--- src/rtl/ktks_pkg.sv ---
`timescale 1ns / 1ps
// Shared types, codes and sizes for the keyed top-k score table.
// Used by ktks_ctrl, ktks_dp and keyed_top_k_score_table_top.
package ktks_pkg;

  localparam int SLOT_COUNT      = 32;
  localparam int VALUES_PER_SLOT = 3;
  localparam int SLOT_W          = (SLOT_COUNT > 1) ? $clog2(SLOT_COUNT) : 1;
  localparam int RANK_W          = (VALUES_PER_SLOT > 1) ? $clog2(VALUES_PER_SLOT) : 1;

  typedef logic signed [31:0] score_t;
  typedef score_t [VALUES_PER_SLOT-1:0] score_row_t;

  localparam score_t EMPTY_SCORE = -32'sd1;

  localparam logic [2:0] ACT_SUBMIT     = 3'd0;
  localparam logic [2:0] ACT_QUERY      = 3'd1;
  localparam logic [2:0] ACT_CLEAR_ALL  = 3'd2;
  localparam logic [2:0] ACT_FREE_KEY   = 3'd3;
  localparam logic [2:0] ACT_CLEAR_FLAG = 3'd4;

  localparam logic [2:0] ST_DONE       = 3'd0;
  localparam logic [2:0] ST_NOT_RANKED = 3'd1;
  localparam logic [2:0] ST_UNSCORED   = 3'd2;
  localparam logic [2:0] ST_FULL       = 3'd3;
  localparam logic [2:0] ST_NEGATIVE   = 3'd4;

  localparam logic [1:0] KIND_UNSCORED = 2'd0;
  localparam logic [1:0] KIND_LOWER    = 2'd2;

  typedef enum logic [2:0] {
    S_IDLE,
    S_SCAN,
    S_SETTLE,
    S_LOAD,
    S_UPDATE,
    S_FINISH
  } state_t;

  typedef struct packed {
    logic capture;
    logic scan;
    logic read_row;
    logic commit;
    logic publish;
  } dp_cmd_t;

  typedef struct packed {
    logic scan_last;
    logic out_busy;
  } dp_stat_t;

  function automatic score_t entry_at(input score_row_t row, input int idx);
    score_t res;
    res = EMPTY_SCORE;
    for (int i = 0; i < VALUES_PER_SLOT; i++) begin
      if (i == idx) res = row[i];
    end
    return res;
  endfunction

endpackage

--- src/rtl/ktks_ctrl.sv ---
`timescale 1ns / 1ps
// Sequencer for the keyed top-k score table: capture, tag scan, row read,
// update and result hand-off. Depends on ktks_pkg.
module ktks_ctrl (
  input  logic              clk,
  input  logic              rst_n,
  input  logic              in_valid,
  output logic              in_stall,
  input  ktks_pkg::dp_stat_t stat,
  output ktks_pkg::dp_cmd_t  cmd
);
  import ktks_pkg::*;

  state_t state_r, state_nxt;

  always_ff @(posedge clk) begin
    if (!rst_n) begin
      state_r <= S_IDLE;
    end else begin
      state_r <= state_nxt;
    end
  end

  always_comb begin
    state_nxt = state_r;
    unique case (state_r)
      S_IDLE:   if (in_valid) state_nxt = S_SCAN;
      S_SCAN:   if (stat.scan_last) state_nxt = S_SETTLE;
      S_SETTLE: state_nxt = S_LOAD;
      S_LOAD:   state_nxt = S_UPDATE;
      S_UPDATE: state_nxt = S_FINISH;
      S_FINISH: if (!stat.out_busy) state_nxt = S_IDLE;
      default:  state_nxt = S_IDLE;
    endcase
  end

  always_comb begin
    cmd      = '0;
    in_stall = 1'b1;
    unique case (state_r)
      S_IDLE: begin
        in_stall    = 1'b0;
        cmd.capture = in_valid;
      end
      S_SCAN:   cmd.scan     = 1'b1;
      S_SETTLE: cmd          = '0;
      S_LOAD:   cmd.read_row = 1'b1;
      S_UPDATE: cmd.commit   = 1'b1;
      S_FINISH: cmd.publish  = !stat.out_busy;
      default:  cmd          = '0;
    endcase
  end

endmodule

--- config.mk ---
export PLATFORM = sky130hd
export DESIGN_NAME = ktks_ctrl
export DESIGN_NICKNAME = d
export VERILOG_FILES = /design/src/rtl/ktks_pkg.sv /design/src/rtl/ktks_ctrl.sv
export SDC_FILE = /design/constraint.sdc
export NUM_CORES = 1
export LEC_CHECK = 0
export BUFFER_PORTS_ARGS = -buffer_cell sky130_fd_sc_hd__buf_2
export CORE_AREA = 2 2 39 41
export CTS_CLUSTER_DIAMETER = 100
export DETAILED_ROUTE_END_ITERATION = 8
export DIE_AREA = 0 0 41 43
export GPL_TIMING_DRIVEN = 0
export RECOVER_POWER = 100
export SLEW_MARGIN = 20
export SYNTH_ARGS = -nofsm -noshare
export SYNTH_HDL_FRONTEND = slang
export SYNTH_SLANG_ARGS = --single-unit
--- constraint.sdc ---
create_clock -name clk -period 1.3 [get_ports clk]
set_input_delay 0 -clock clk [delete_from_list [all_inputs] [get_ports clk]]
set_output_delay 0 -clock clk [all_outputs]
set_load 0.1 [all_outputs]
==> impl_metrics.yaml, run 1 <==
status:
  status: "complete, but fails checks"
  violations: "negative setup slack"
sta:
  grt_setup_unrepaired: "yes"
  setup_viol: 2
  report.final.slew_viol_count: 0
  worst-slew-pin-transition_ns: 0.301
  finalHoldViolCount: 0
  relSlewSlack_pct: 80.0
  final.setup.worst_slack_ns: -0.0414
  fin_crit_ns: 1.34
  finalCritPeriodShare_pct: 103
  tns_ns: -0.0427
  final.setup_skew_ns: 0.00154
  fmax_mhz: 746
logic_synthesis:
  yosys.area_share.simple_pct: 41.5
  netlist.area_leader.share_pct: 29.3
  synth_cell_types: 19
  ys_seq_area_share_pct: 29.3
  synth_top_family_by_area: "simple AND/OR/NAND/NOR gates"
  synth_adder_area_share_pct: 0
  synth-async-reset-ratio_pct: 0
  netlist_top_cells_area: "dfxtp_1, nor3b_1, buf_6"
  synth_xor_area_share_pct: 0
  ys_top_cells_by_count: "dfxtp_1, nor3b_1, inv_1"
  synth-edff-count: 0
  synth_mux_area_share_pct: 0
  synth-warning-count: 0
  synth_flop_cell: "dfxtp_1"
  synth_area_um2: 205
  syn_area_per_cell_um2: 8.55
  yosys.area.top_type: "dfxtp_1"
  ys_seq_elements: 3
  syn_nets: 29
  syn_inst: 24
  synth-compound-area-share_pct: 16.5
routing:
  ant_nets: 0
  dr.pass1.iters: 2
  drc: 0
  wl_per_cell_um: 8.33
  wl_um: 450
  drt_first_iter_violations: 1
  vias_per_cell: 4.13
  vias: 223
cells_and_area:
  regMostFlops: "state_r"
  area_growth_pct: 83.5
  largest_reg_flops: 3
  drive_gt1_share_pct: 55.3
  fillers: 146
  fin_area_um2: 377
  antennaDiodeCount: 0
  reg.largest.list: "state_r (3)"
  nets: 44
clock_tree:
  clk_path_buf_depth: 2
  cts_inserted_buffers: 3
  postCtsSetupBuffers: 0
  cts_tree: "done"
  cts_sinks: 3
  clock_latency_ns: 0.23
  h-tree-depth: 1
  cts_root_buf: "clkbuf_4"
  clkSlewWorstSetupHoldPaths_ns: 0.04
  cts_hold_buf: 0
place:
  gp_congestion: 0.642
  io_buffers: 10
  place_area_um2: 320
  dp_hpwl_um: 347
run:
  cap_violations: 0
global_route:
  grt_antenna_before_repair: 0
  grtUsageTotal_pct: 6.81
  grt_remaining_overflow: 0
  grt_max_degree: 11
  grt_pass1_vias: 227
  grt_pass1_wl_um: 793
floorplanning:
  die_x_um: 41
  core-area_um2: 1380
  num_rows: 14
  initial_utilization_pct: 14.8
  dieArea_um2: 1760
  die_h_um: 43
  pin_count: 11
worst_setup_path:
  required_ns: 1.30
  cp_max_fo: 10
  criticalPathCategory: "flop to output port"
  end_kind: "output port"
  crit_path_start_kind: "flop"
  critPathArrivalTime_ns: 1.34
power:
  p_leak_nw: 0.155
  vdd_drop_max_mv: 0.373
  power_density_nw_per_um2: 1330
hold_path:
  hold_class: "input port to flop"
cells in the final DEF, fill, tap and decap left out, drive strengths merged, types with 2 or more instances in the layout:
cell / count
dfxtp: 3
nor3b: 3
buf: 10
inv: 2
clkbuf: 6
o21ai: 2
nor2: 2
power by group:
part           switching [mW]  internal, mW  leakage (nW)
sequential            0.00433        0.0999        0.0251
clock                  0.0472         0.115        0.0150
combinational           0.158        0.0754         0.114
total                   0.209         0.290         0.155
cells by family (layout without fill, tap and decap cells):
logic type,Yosys count,after routing
compound gates,5,5
simple gates,12,12
buf+inv,4,18
flops,3,3
final timing paths:
check,startpoint,end,slack (ns),cells past startpoint
max,state_r[0],cmd[4],-0.04,4
min,rst_n,state_r[2],0.009,2
max reg2reg,state_r[1],state_r[0],0.28,4
min reg2reg,state_r[2],state_r[1],0.60,1
cell type report:
cell class / count / area, um2 / area share (%)
inverter: 2 / 7.51 / 1.99
clock buffer: 4 / 26.3 / 6.98
multi-input combinational: 17 / 161 / 42.9
tap: 16 / 20.0 / 5.32
sequential: 3 / 61.3 / 16.3
buffer: 2 / 18.8 / 4.98
timing repair buffer: 10 / 81.3 / 21.6
through the flow:
stage | hold WS (ns) | worst slack, ns | util [%] | power [mW] | std cells
2_1_floorplan | 0.118 | -0.347 | - | 0.293 | 24
3_3_place_gp | 0.239 | -0.0259 | 23.1 | 0.319 | 50
3_5_place_dp | 0.242 | -0.0323 | 23.1 | 0.320 | 50
4_1_cts | 0.00380 | -0.0580 | 27.4 | 0.514 | 54
5_1_grt | 0.0121 | -0.0957 | 27.2 | 0.533 | 54
6_report | 0.00928 | -0.0414 | 27.2 | 0.499 | 54
what timing repair did:
item                       in CTS  in global routing
setup endpoints to repair       6                  3
pin swaps                       1                  1
resized for setup              11                  0
layer usage:
| metal | GRT usage (%) | vias to the layer above | share of wire (%) |
|---|---|---|---|
| li1 | - | 115 | - |
| met1 | 6.39 | 100 | 42 |
| met2 | 10.3 | 8 | 52 |
| met3 | 3.14 | 0 | 5.3 |
| met4 | 6.00 | 0 | 0 |
| met5 | 0 | - | 0 |
critical path: stages (launching register included):
cell	delay (ns)
dfxtp_1	0.30
buf_6	0.13
or3_4	0.40
nor2_4	0.11
buf_12	0.18
Power figures use the tool's default switching activity.
==> run 2, diff against run 1 <==
--- a/config.mk
+++ b/config.mk
@@ -6,11 +6,14 @@
 export NUM_CORES = 1
 export LEC_CHECK = 0
 export BUFFER_PORTS_ARGS = -buffer_cell sky130_fd_sc_hd__buf_2
+export CELL_PAD_IN_SITES_DETAIL_PLACEMENT = 0
+export CELL_PAD_IN_SITES_GLOBAL_PLACEMENT = 1
 export CORE_AREA = 2 2 39 41
 export CTS_CLUSTER_DIAMETER = 100
 export DETAILED_ROUTE_END_ITERATION = 8
 export DIE_AREA = 0 0 41 43
 export GPL_TIMING_DRIVEN = 0
+export PLACE_DENSITY_LB_ADDON = 0.1
 export RECOVER_POWER = 100
 export SLEW_MARGIN = 20
 export SYNTH_ARGS = -nofsm -noshare
==> impl_metrics.yaml, run 2 (synthesized netlist as in run 1, its figures left out) <==
sta:
  report.final.slew_viol_count: 0
  setup_viol: 2
  final.setup_skew_ns: 0.000201
  grt_setup_unrepaired: "yes"
  finalHoldViolCount: 0
  final.setup.worst_slack_ns: -0.0553
  relSlewSlack_pct: 81.6
  worst-slew-pin-transition_ns: 0.279
  finalCritPeriodShare_pct: 104
  fin_crit_ns: 1.36
  fmax_mhz: 738
worst_setup_path:
  critPathArrivalTime_ns: 1.36
  r2r_slack_ns: 0.21
  end_kind: "output port"
  reg2reg_from: "state_r[1]"
  crit_chain: "buf_6, or3_4, nor2_4, buf_12"
  cp_num_buf_inv: 2
  worst_r2r_endpoint: "state_r[0]"
  criticalPathCategory: "flop to output port"
  cp_max_fo: 6
  required_ns: 1.30
  cp_top_family: "simple AND/OR/NAND/NOR gates"
  r2r_cells: 5
  critical-path-max-stage-delay_ns: 0.40
  crit_slowest_cell: "or3_4"
  crit_path_start_kind: "flop"
hold_path:
  worstHoldPathCells: 4
  hold_class: "input port to flop"
  worst_hold_startpoint: "stat[1]"
  hold_end: "state_r[1]"
place:
  io_buffers: 10
  place_area_um2: 320
  gp_congestion: 0.649
  place_ws_ns: -0.0466
  dp.cells: 50
floorplanning:
  die_h_um: 43
  initial_utilization_pct: 14.8
  num_rows: 14
  pin_count: 11
  core-area_um2: 1380
  dieArea_um2: 1760
  die_x_um: 41
clock_tree:
  clk_path_buf_depth: 2
  cts_tree: "done"
  cts_root_buf: "clkbuf_4"
  cts_inserted_buffers: 3
  clock_latency_ns: 0.23
  h-tree-depth: 1
  clkSlewWorstSetupHoldPaths_ns: 0.04
  cts_sinks: 3
routing:
  vias: 237
  drc: 0
  wl_um: 544
  dr.pass1.iters: 4
  ant_nets: 0
  vias_per_cell: 4.02
  drt_first_iter_violations: 2
  wl_per_cell_um: 9.22
power:
  vdd_drop_max_mv: 0.423
  p_switching_mw: 0.216
  internal_power_mw: 0.306
  share_seq_of_total_power_pct: 20.1
  p_leak_nw: 0.183
  power_density_nw_per_um2: 1220
  clkPwrFrac_pct: 31.1
  switching_share_pct: 41.3
  fin_total_pwr_mw: 0.522
  combPwrFrac_pct: 48.7
cells_and_area:
  nets: 49
  layout_commonest_cell: "buf_4"
  drive_gt1_share_pct: 60.5
  layoutNonFillerInstCount: 59
  reg.largest.list: "state_r (3)"
  fin_area_um2: 427
  layout_common_cells: "buf_4, buf_6, buf_2"
  antennaDiodeCount: 0
  largest_reg_flops: 3
  area_growth_pct: 108
  fin_util_pct: 30.8
  regMostFlops: "state_r"
status:
  violations: "negative setup slack"
  status: "complete, but fails checks"
global_route:
  grt_antenna_before_repair: 0
  grtUsageTotal_pct: 7.21
  grt_pass1_wl_um: 828
  grt_remaining_overflow: 0
  grt_pass1_vias: 220
  grt_max_degree: 11
run:
  cap_violations: 0
run 2: cell types whose count changed in the layout (fill, tap and decap cells not counted), sizes merged:
cell | previous run | this run
buf | 10 | 16
clkbuf | 6 | 4
dlygate4sd3 | 0 | 1
run 2: power groups by stage:
stage	clock network, mW	registers, mW	logic, mW
floorplan	0	0.105	0.188
global placement	0	0.106	0.216
detailed placement	0	0.106	0.217
CTS	0.174	0.105	0.240
global route	0.179	0.106	0.268
finish	0.163	0.105	0.254
run 2: worst max-delay path by stage:
stage                     slack [ns]  cells past startpoint  startpoint  endpoint
after floorplan                -0.35                      1  state_r[2]    cmd[0]
after global placement         -0.03                      3  state_r[2]    cmd[4]
after detailed placement       -0.05                      3  state_r[2]    cmd[4]
after CTS                      -0.07                      4  state_r[0]    cmd[4]
after global routing           -0.09                      4  state_r[1]    cmd[4]
final                          -0.06                      4  state_r[1]    cmd[4]
run 2: cell type report:
class	count	area, um2
timing repair buffer	15	125
multi-input combinational	17	164
sequential	3	61.3
buffer	2	22.5
tap	16	20.0
inverter	2	7.51
fill	147	957
clock buffer	4	26.3
run 2: what timing repair did:
action                                  in CTS  in global routing
hold buffers                                 1                  0
endpoints found under the hold margin        1                  0
pin swaps                                    1                  3
endpoints found under the setup margin       6                  4
gates resized for setup                     11                  2
buffers inserted                             0                  4
run 2: stage by stage:
stage	hold WS (ns)	TNS, ns
floorplan	0.118	-1.02
global placement	0.237	-0.0414
detailed placement	0.247	-0.0699
CTS	0.174	-0.0886
global route	0.208	-0.171
finish	0.184	-0.0763
run 2: metal layers:
layer	part of all wire, %	vias to the layer above	global-route usage, %
met3	9.4	0	3.14
met2	44	9	9.69
met4	0	0	6.00
li1	-	121	-
met1	46	107	8.31
met5	0	-	0
run 2: worst min-delay path: cells and delay by family:
kind / cells / cell delay [ns]
compound gates: 1 / 0.08
buf+inv: 1 / 0.09
simple gates: 2 / 0.22
==> run 3, diff against run 2 <==
==> constraint.sdc (replaced) <==
create_clock -name clk -period 1.47 [get_ports clk]
set_input_delay 0 -clock clk [delete_from_list [all_inputs] [get_ports clk]]
set_output_delay 0 -clock clk [all_outputs]
set_load 0.1 [all_outputs]
==> impl_metrics.yaml, run 3 (synthesized netlist as in run 1, its figures left out) <==
sta:
  finalHoldViolCount: 0
  report.final.slew_viol_count: 0
  worst-slew-pin-transition_ns: 0.543
  finalCritPeriodShare_pct: 95.0
  grt_setup_unrepaired: "no"
  relSlewSlack_pct: 64.0
  setup_viol: 0
  final.setup_skew_ns: 0.000185
  fin_crit_ns: 1.40
  fmax_mhz: 716
cells_and_area:
  layout_commonest_cell: "buf_2"
  antennaDiodeCount: 0
  reg.largest.list: "state_r (3)"
  regMostFlops: "state_r"
  multi_input_comb_area_um2: 159
  area_growth_pct: 76.2
  largest_reg_flops: 3
  fillers: 156
  drive_gt1_share_pct: 56.4
  nets: 45
  layout_common_cells: "buf_2, clkbuf_4"
  layoutNonFillerInstCount: 55
  fin_util_pct: 26.1
  register_area_um2: 61.3
worst_setup_path:
  criticalPathCategory: "flop to output port"
  critical-path-max-stage-delay_ns: 0.39
  critPathArrivalTime_ns: 1.40
  crit_path_start_kind: "flop"
  cp_common_cell: "buf_6"
  required_ns: 1.47
  cp_max_fo: 10
  end_kind: "output port"
  crit_slowest_cell: "or3_4"
  crit_chain: "buf_6, or3_4, nor2_2, buf_6"
power:
  switching_share_pct: 42.9
  clkPwrFrac_pct: 33.4
  power_density_nw_per_um2: 1190
  share_seq_of_total_power_pct: 21.5
  fin_total_pwr_mw: 0.430
  p_leak_nw: 0.152
  vdd_drop_max_mv: 0.347
  combPwrFrac_pct: 45.1
  p_switching_mw: 0.184
  internal_power_mw: 0.246
floorplanning:
  dieArea_um2: 1760
  num_rows: 14
  die_h_um: 43
  core-area_um2: 1380
  initial_utilization_pct: 14.8
  die_x_um: 41
  pin_count: 11
status:
  status: "completed"
clock_tree:
  h-tree-depth: 1
  cts_sinks: 3
  clkSlewWorstSetupHoldPaths_ns: 0.04
  cts_tree: "done"
  cts_root_buf: "clkbuf_4"
  cts_inserted_buffers: 3
  clock_latency_ns: 0.23
  clk_path_buf_depth: 2
global_route:
  grt_antenna_before_repair: 0
  grt_remaining_overflow: 0
  met2_usage_pct: 9.38
  grt_pass1_vias: 211
  grt_max_degree: 11
  grt_busiest_layer: "met2"
  grt_pass1_wl_um: 814
  grt_util_met3_pct: 3.14
  grt_use_met1_pct: 8.31
  grtUsageTotal_pct: 7.11
place:
  dp.cells: 50
  io_buffers: 10
  gp_congestion: 0.649
routing:
  ant_nets: 0
  vias_per_cell: 3.91
  vias: 215
  wl_per_cell_um: 9.27
  drc: 0
  wl_um: 510
  dr.pass1.iters: 2
  drt_first_iter_violations: 1
hold_path:
  hold_class: "input port to flop"
run:
  cap_violations: 0
run 3: critical path: cells and delay by family (launching register included):
| kind | cells | cell delay, ns |
|---|---|---|
| and+or+nand+nor | 2 | 0.51 |
| DFF | 1 | 0.30 |
| buffers and inverters | 2 | 0.36 |
run 3: per-layer routing:
layer,up-vias,wire (um)
met1,92,237
met2,9,223
met3,0,49
li1,114,-
met4,0,0
met5,-,0
run 3: worst paths after layout:
check / start / to / slack (ns) / depth (start not counted)
hold / removal: stat[1] / state_r[1] / 0.18 / 4
setup reg to reg: state_r[1] / state_r[0] / 0.44 / 4
hold reg to reg: state_r[2] / state_r[1] / 0.62 / 1
setup / recovery: state_r[0] / cmd[4] / 0.07 / 4
run 3: power by group through the flow:
stage | logic [mW] | clock network, mW | registers (mW)
floorplan | 0.167 | 0 | 0.0928
global placement | 0.191 | 0 | 0.0936
detailed placement | 0.192 | 0 | 0.0938
CTS | 0.199 | 0.153 | 0.0925
global route | 0.205 | 0.158 | 0.0931
finish | 0.194 | 0.144 | 0.0926
run 3: what timing repair did:
| action | in CTS | in global routing |
|---|---|---|
| endpoints found under the setup margin | 2 | 3 |
| buffers inserted | 0 | 0 |
| gates resized for setup | 3 | 2 |
| hold endpoints to repair | 1 | 0 |
| hold buffers | 1 | 0 |
run 3: layout make-up:
class / count / share of cell area, %
Multi-Input combinational cell: 17 / 43.9
Timing Repair Buffer: 11 / 19.0
Inverter: 2 / 2.08
Clock buffer: 4 / 7.27
Buffer: 2 / 5.19
Sequential cell: 3 / 17.0
Tap cell: 16 / 5.54
run 3: through the flow:
stage          TNS, ns  hold WS [ns]  setup slack (ns)  instance area (um2)
6_report             0         0.183            0.0728                  362
3_3_place_gp         0         0.237             0.136                  320
5_1_grt              0         0.208            0.0204                  362
2_1_floorplan   -0.389         0.118            -0.177                  250
4_1_cts              0         0.174           0.00557                  365
3_5_place_dp         0         0.247             0.123                  320
